**config.mk**
```make
export PLATFORM = sky130hd
export DESIGN_NAME = keyed_counter_table
export DESIGN_NICKNAME = d
export VERILOG_FILES = /design/src/rtl/kct_pkg.sv /design/src/rtl/kct_ctrl.sv /design/src/rtl/kct_dp.sv /design/src/rtl/keyed_counter_table.sv
export SDC_FILE = /design/constraint.sdc
export NUM_CORES = 2
export LEC_CHECK = 0
export BUFFER_PORTS_ARGS = -buffer_cell sky130_fd_sc_hd__buf_2
export CORE_AREA = 5 5 641 643
export DETAILED_ROUTE_END_ITERATION = 10
export DIE_AREA = 0 0 646 648
export GPL_TIMING_DRIVEN = 0
export SLEW_MARGIN = 20
export SYNTH_ARGS = -nofsm -noshare
export SYNTH_HDL_FRONTEND = slang
export SYNTH_SLANG_ARGS = --single-unit
export TNS_END_PERCENT = 30
```
**constraint.sdc**
```tcl
create_clock -name clk -period 14.6 [get_ports clk]
set_input_delay 0.73 -clock clk [delete_from_list [all_inputs] [get_ports clk]]
set_output_delay 0.73 -clock clk [all_outputs]
set_load 0.02 [all_outputs]
```
**src/rtl/kct_pkg.sv**
```systemverilog
`timescale 1ns / 1ps
// ----------------------------------------------------------------------------
// kct_pkg: shared definitions for the keyed counter table
// Sizes, operation and status codes, and the controller command bundle.
// ----------------------------------------------------------------------------
package kct_pkg;

  localparam int ENTRIES  = 64;  // table slots, 2 to 1024
  localparam int KEY_BITS = 16;  // significant key bits, 4 to 32
  localparam int IDX_W    = (ENTRIES > 1) ? $clog2(ENTRIES) : 1;

  typedef logic [KEY_BITS-1:0] key_t;
  typedef logic [IDX_W-1:0]    idx_t;

  // operation codes
  localparam logic [2:0] KIND_ADD    = 3'd0;
  localparam logic [2:0] KIND_SUB    = 3'd1;
  localparam logic [2:0] KIND_REMOVE = 3'd2;
  localparam logic [2:0] KIND_QUERY  = 3'd3;
  localparam logic [2:0] KIND_CLEAR  = 3'd4;

  // result status codes
  localparam logic [2:0] ST_OK         = 3'd0;
  localparam logic [2:0] ST_BAD_KEY    = 3'd1;
  localparam logic [2:0] ST_ZERO_DELTA = 3'd2;
  localparam logic [2:0] ST_FULL       = 3'd3;
  localparam logic [2:0] ST_OVERFLOW   = 3'd4;

  // controller to datapath
  typedef struct packed {
    logic load_op;  // capture request and match/free vectors
    logic read;     // encode slot indices, read stored count
    logic update;   // modify table, load result register
  } cmd_t;

endpackage

```
**src/rtl/kct_ctrl.sv**
```systemverilog
`timescale 1ns / 1ps
// ----------------------------------------------------------------------------
// kct_ctrl: sequencing for the keyed counter table
// Three-step state machine and the result valid flag.
// ----------------------------------------------------------------------------
module kct_ctrl (
  input  logic          clk,
  input  logic          rst,
  input  logic          req_valid,
  output logic          req_stall,
  output logic          rsp_valid,
  input  logic          rsp_stall,
  output kct_pkg::cmd_t cmd
);
  import kct_pkg::*;

  localparam logic [1:0] S_IDLE   = 2'd0;
  localparam logic [1:0] S_READ   = 2'd1;
  localparam logic [1:0] S_UPDATE = 2'd2;

  logic [1:0] state;
  logic [1:0] state_next;
  logic       out_free;

  assign out_free  = !rsp_valid || !rsp_stall;
  assign req_stall = (state != S_IDLE);

  always_comb begin
    state_next  = state;
    cmd.load_op = 1'b0;
    cmd.read    = 1'b0;
    cmd.update  = 1'b0;
    case (state)
      S_IDLE: begin
        if (req_valid) begin
          cmd.load_op = 1'b1;
          state_next  = S_READ;
        end
      end
      S_READ: begin
        cmd.read   = 1'b1;
        state_next = S_UPDATE;
      end
      S_UPDATE: begin
        // hold until the result register can take the new transaction
        if (out_free) begin
          cmd.update = 1'b1;
          state_next = S_IDLE;
        end
      end
      default: state_next = S_IDLE;
    endcase
  end

  always_ff @(posedge clk) begin
    if (rst) begin
      state     <= S_IDLE;
      rsp_valid <= 1'b0;
    end else begin
      state <= state_next;
      if (cmd.update) begin
        rsp_valid <= 1'b1;
      end else if (!rsp_stall) begin
        rsp_valid <= 1'b0;
      end
    end
  end

endmodule

```
**src/rtl/kct_dp.sv**
```systemverilog
`timescale 1ns / 1ps
// ----------------------------------------------------------------------------
// kct_dp: datapath of the keyed counter table
// Key registers with parallel compare, valid bits, count memory,
// slot encoders, add/subtract with overflow check and result register.
// ----------------------------------------------------------------------------
module kct_dp (
  input  logic               clk,
  input  logic               rst,
  input  kct_pkg::cmd_t      cmd,
  input  logic [2:0]         kind,
  input  logic [15:0]        key,
  input  logic signed [31:0] delta,
  output logic signed [31:0] count,
  output logic               found,
  output logic [2:0]         status
);
  import kct_pkg::*;

  key_t               keys [ENTRIES];
  logic [ENTRIES-1:0] valid;
  logic [31:0]        mem  [ENTRIES];

  key_t               key_in;
  logic [ENTRIES-1:0] match_next;

  logic [2:0]         op_kind;
  key_t               op_key;
  logic signed [31:0] op_delta;
  logic [ENTRIES-1:0] match;
  logic [ENTRIES-1:0] free_vec;

  idx_t               hit_idx_c;
  idx_t               free_idx_c;
  idx_t               hit_idx;
  idx_t               free_idx;
  logic               hit;
  logic               free_any;
  logic [31:0]        rd_count;

  logic [32:0]        sum;
  logic               ovf;
  logic               clr_all;
  logic               clr_one;
  logic               set_one;
  logic               mem_we;
  idx_t               mem_addr;
  logic [31:0]        mem_wdata;
  logic signed [31:0] count_next;
  logic               found_next;
  logic [2:0]         status_next;

  assign key_in = key_t'(key);

  // parallel compare against every stored key
  always_comb begin
    for (int i = 0; i < ENTRIES; i++) begin
      match_next[i] = valid[i] && (keys[i] == key_in);
    end
  end

  always_ff @(posedge clk) begin
    if (cmd.load_op) begin
      op_kind  <= kind;
      op_key   <= key_in;
      op_delta <= delta;
      match    <= match_next;
      free_vec <= ~valid;
    end
  end

  // keys are unique, so the match index is a plain OR of positions
  always_comb begin
    hit_idx_c = '0;
    for (int i = 0; i < ENTRIES; i++) begin
      if (match[i]) hit_idx_c = hit_idx_c | idx_t'(i);
    end
  end

  // lowest free slot
  always_comb begin
    free_idx_c = '0;
    for (int i = ENTRIES - 1; i >= 0; i--) begin
      if (free_vec[i]) free_idx_c = idx_t'(i);
    end
  end

  always_ff @(posedge clk) begin
    if (cmd.read) begin
      hit_idx  <= hit_idx_c;
      free_idx <= free_idx_c;
      hit      <= |match;
      free_any <= |free_vec;
      rd_count <= mem[hit_idx_c];
    end
  end

  // 33-bit signed result; overflow when the top two bits differ
  assign sum = (op_kind == KIND_ADD)
             ? {rd_count[31], rd_count} + {op_delta[31], op_delta}
             : {rd_count[31], rd_count} - {op_delta[31], op_delta};
  assign ovf = sum[32] ^ sum[31];

  always_comb begin
    clr_all     = 1'b0;
    clr_one     = 1'b0;
    set_one     = 1'b0;
    mem_we      = 1'b0;
    mem_addr    = hit_idx;
    mem_wdata   = sum[31:0];
    count_next  = '0;
    found_next  = 1'b0;
    status_next = ST_OK;
    if (op_kind == KIND_CLEAR) begin
      clr_all = 1'b1;
    end else if (op_kind <= KIND_QUERY) begin
      if (op_key == '0) begin
        status_next = ST_BAD_KEY;
      end else if ((op_kind == KIND_ADD || op_kind == KIND_SUB) && op_delta == '0) begin
        status_next = ST_ZERO_DELTA;
      end else begin
        found_next = hit;
        case (op_kind)
          KIND_ADD, KIND_SUB: begin
            if (hit) begin
              if (ovf) begin
                status_next = ST_OVERFLOW;
                count_next  = rd_count;
              end else if (sum[31:0] == '0) begin
                clr_one = 1'b1;
              end else begin
                mem_we     = 1'b1;
                count_next = sum[31:0];
              end
            end else if (op_kind == KIND_ADD) begin
              if (!free_any) begin
                status_next = ST_FULL;
              end else begin
                set_one    = 1'b1;
                mem_we     = 1'b1;
                mem_addr   = free_idx;
                mem_wdata  = op_delta;
                count_next = op_delta;
              end
            end
          end
          KIND_REMOVE: clr_one = hit;
          KIND_QUERY: begin
            if (hit) count_next = rd_count;
          end
          default: count_next = '0;
        endcase
      end
    end
  end

  always_ff @(posedge clk) begin
    if (rst) begin
      valid <= '0;
    end else if (cmd.update) begin
      if (clr_all) begin
        valid <= '0;
      end else if (clr_one) begin
        valid[hit_idx] <= 1'b0;
      end else if (set_one) begin
        valid[free_idx] <= 1'b1;
      end
    end
  end

  always_ff @(posedge clk) begin
    if (cmd.update && set_one) begin
      keys[free_idx] <= op_key;
    end
  end

  always_ff @(posedge clk) begin
    if (cmd.update && mem_we) begin
      mem[mem_addr] <= mem_wdata;
    end
  end

  always_ff @(posedge clk) begin
    if (cmd.update) begin
      count  <= count_next;
      found  <= found_next;
      status <= status_next;
    end
  end

endmodule

```
**src/rtl/keyed_counter_table.sv**
```systemverilog
`timescale 1ns / 1ps
// ----------------------------------------------------------------------------
// keyed_counter_table: table of unique keys with signed 32-bit counts
// Add, subtract, remove, query and clear, one result per transaction.
// ----------------------------------------------------------------------------
// Each request transaction yields exactly one response transaction. The
// table holds 64 slots; keys live in flip-flops and are all compared at
// once in the cycle the request is taken, the counts sit in a one-port
// memory. A request then goes through three steps: capture and key compare,
// slot encoding with the count memory read, and the update that writes the
// table and loads the response register. The response is valid once the
// update step has loaded it, and a new request is accepted only after the
// controller returns to idle, so one transaction is in work at a time; the
// count memory read between the compare and the adder takes its own step.
// The response register decouples the sides: the next request is taken
// while a response still waits, and only the update step waits on a stalled
// response. Add inserts into the lowest free slot when the key is absent; a
// count reaching zero frees its slot. Key 0 is rejected with status 1, a
// zero delta on add or subtract with status 2, an insert into a full table
// with status 3, and a count leaving the 32-bit signed range with status 4
// (the slot keeps its old count, which is returned). Clear and the unused
// kind codes 5 to 7 answer zero with status 0. Reset empties the table by
// clearing every valid bit at once; no clearing pass is needed.
// ----------------------------------------------------------------------------
module keyed_counter_table (
  input  logic               clk,
  input  logic               rst,
  // request channel
  input  logic               req_valid,
  output logic               req_stall,
  input  logic [2:0]         kind,
  input  logic [15:0]        key,
  input  logic signed [31:0] delta,
  // response channel
  output logic               rsp_valid,
  input  logic               rsp_stall,
  output logic signed [31:0] count,
  output logic               found,
  output logic [2:0]         status
);
  import kct_pkg::*;

  cmd_t cmd;

  // sequencing: capture, read, update
  kct_ctrl u_ctrl (
    .clk       (clk),
    .rst       (rst),
    .req_valid (req_valid),
    .req_stall (req_stall),
    .rsp_valid (rsp_valid),
    .rsp_stall (rsp_stall),
    .cmd       (cmd)
  );

  // table storage, compare, arithmetic and response register
  kct_dp u_dp (
    .clk    (clk),
    .rst    (rst),
    .cmd    (cmd),
    .kind   (kind),
    .key    (key),
    .delta  (delta),
    .count  (count),
    .found  (found),
    .status (status)
  );

endmodule

```
==> reports/metrics.cfg <==
[sta]
relSlewSlack_pct=3.51
finalCriticalPeriod_ns=8.54
skew_ns=0.0922
worst_slack_ns=6.06
setup_viol=0
timing.fmax_ghz=0.117
fin_crit_sh_pct=58.5
worst_slew_pin_slew_ns=1.44
slew_viol_final=0
setup_tns_ns=0
rsz0062_at_grt=no
holdWs_ns=0.0544
hold_violations=0

[yosys]
synth_compound_area_share_pct=5.20
postSynthCellCount=10600
synth-async-reset-ratio_pct=0
synthMuxAreaShare_pct=0.0426
synth_edf_count=3333
synth_top_family_by_area=simple AND/OR/NAND/NOR gates
yosysWarnings=0
synth-simple-area-share_pct=13.8
synth_xor_area_share_pct=6.64
syn-num-nets=10700
syn_area_um2=141000
ys_seq_area_share_pct=72.0
synth_seq_cells=3400
ys_types=84
syn_avg_cell_area_um2=13.3
synthFlopType=edfxtp_1
synthAdderAreaFrac_pct=0.314

[clocking]
cts-resized-gates=0
cts_tree=done
cts_buffer_depth=4
path_clk_slew_ns=0.06
cts-root-buf=clkbuf_16
numClockSinks=3400
htreeDepth=5
numCtsBuffers=338
worstSkewPairLatency_ns=0.94

[worst_setup_path]
end_kind=register
cp_num_buf_inv=5
startpoint_type=register
critPathMaxFanout=18
r2r-start=u_dp.op_kind[2]
worstSetupPathType=reg2reg
critPathMaxStageDelay_ns=0.84
cp_cell_sequence=clkbuf_1 > nor3_2 > clkbuf_1 > nor2_1 > xor2_1 > ha_1 > a2111oi_0 > nand3_1 > a21oi_1 > o21a_1 > nor3_1 > nor3_1 > xor2_2 > inv_2 > a21oi_2 > or4_1 > buf_2 > nor2_4 > buf_16
cp_data_arrival_time_ns=9.15
slowest_stage=a2111oi_0
critPathTopFamily=simple AND/OR/NAND/NOR gates
setup.worst_path.start=u_dp.op_kind[2]
cp_data_required_time_ns=15.20

[drt]
vias=95400
vias_per_cell=5.57
drt-wirelength-per-cell_um=28.7
drc=0
dr.first_iter.drc_count=13900
final_antenna_net_count=0
dr.pass1.iters=8
drt_wl_total_um=492000

[layout]
final_common_cell=edfxtp_1
instances_no_fill=17100
drive_gt1_share_pct=10.8
final_util_pct=41.4
mostFrequentLayoutCells=edfxtp_1, nand2_1, nand3_1
syn_to_final_growth_pct=18.9
stdcell_area_um2=168000
fin_nets=11500

[power]
power_mw=21.8
powerDensity_nw_per_um2=130
peakVddDrop_mv=0.104
power.leakage_nw=56.0

[min_path]
min_path_type=in2reg
min-delay-start=key[6]

[place]
placed_area_um2=156000
dp_cells=16500
hpwl_um=357000
gp_congestion=1.03
io_buffers=92
dp_worst_setup_slack_ns=6.02

[die]
die_y_um=648
rows=234
start_util_pct=34.8
core-area_um2=405000
die_w_um=646
die_area_um2=419000
io_pins=93

[job]
max_cap_violations=0

[global_routing]
grt_max_degree=53
gr-total-overflow=0
antenna_found_initial=36
grt_first_pass_wirelength_um=682000
grt_pass1_vias=88500
track_usage_pct=22.7

[run_status]
status=finished clean

[kinds of logic (layout without fill, tap and decap cells)]
family | Yosys count | in the layout
other | 0 | 16
AND/OR/NAND/NOR | 4348 | 4348
flip-flops | 3400 | 3400
buffers and inverters | 761 | 1832
multiplexers | 6 | 6
adder cells (fa/ha/maj) | 35 | 35
XOR/XNOR | 1067 | 1067
AO/OA/AOI/OAI | 1002 | 1002
[report_power, final]
part	switching, mW	leakage, nW	internal (mW)	total, mW
logic	1.39	20.4	0.618	2.01
clock network	3.75	5.19	4.84	8.59
registers	0.0454	30.4	11.2	11.2
[state kept, by name, summed over array words and instances (netlist names)]
signal            flops
u_dp.mem           2048
u_dp.keys          1024
u_dp.free_vec        64
u_dp.match           64
u_dp.valid           64
u_dp.count           32
u_dp.op_delta        32
u_dp.rd_count        32
u_dp.op_key          16
u_dp.free_idx         6
u_dp.hit_idx          6
u_dp.op_kind          3
u_dp.status           3
u_ctrl.state          2
u_ctrl.rsp_valid      1
u_dp.found            1
u_dp.free_any         1
u_dp.hit              1
[final timing paths]
check / endpoint / slack [ns] / cells after the start
setup reg to reg: u_dp.mem[17][13] / 6.06 / 19
hold reg to reg: u_dp.valid[29] / 0.48 / 2
setup / recovery: u_dp.mem[17][13] / 6.06 / 19
hold / removal: u_dp.op_key[6] / 0.05 / 1
[metal layers]
layer	global-route usage, %	part of all wire [%]	vias to the layer above
met5	0	0.030	-
met4	8.25	4.3	14
met2	34.8	45	5561
met3	5.51	11	904
met1	31.5	40	48100
li1	-	-	40900
[cell type report]
type                            instances  area (um2)
Fill cell                           36900      237000
Timing Repair Buffer                  474        7860
Clock inverter                        190        1720
Clock buffer                          407        8900
Antenna cell                           16        40.0
Tap cell                             5428        6790
Buffer                                663        2670
Multi-Input combinational cell       6458       37800
Inverter                               98         368
Sequential cell                      3400      101000
[synthesized netlist by cell type (all sizes together), types with 84 or more instances]
| cell type | count | area (um2) |
|---|---|---|
| and3 | 143 | 895 |
| nand4 | 84 | 526 |
| a21oi | 150 | 754 |
| edfxtp | 3333 | 100000 |
| o21ai | 130 | 654 |
| nand2 | 2243 | 8420 |
| buf | 106 | 425 |
| nor4 | 238 | 1490 |
| clkbuf | 557 | 2090 |
| nor2 | 282 | 1060 |
| nor3 | 178 | 891 |
| a311oi | 320 | 2800 |
| xor2 | 1045 | 9160 |
| a22oi | 94 | 706 |
| inv | 98 | 368 |
| nand3 | 1059 | 5310 |
[worst reg2reg max path, stage by stage, from the launching register on]
cell	delay (ns)
edfxtp_1	0.53
clkbuf_1	0.35
nor3_2	0.68
clkbuf_1	0.50
nor2_1	0.13
xor2_1	0.17
ha_1	0.38
a2111oi_0	0.84
nand3_1	0.16
a21oi_1	0.64
o21a_1	0.27
nor3_1	0.08
nor3_1	0.75
xor2_2	0.34
inv_2	0.24
a21oi_2	0.14
or4_1	0.81
buf_2	0.38
nor2_4	0.60
buf_16	0.24
[timing repair]
action                    in CTS  in global routing
hold endpoints to repair      35                  0
setup buffers                  0                  0
hold buffers                  35                  0
No activity file was read; power rests on OpenSTA's default activity.
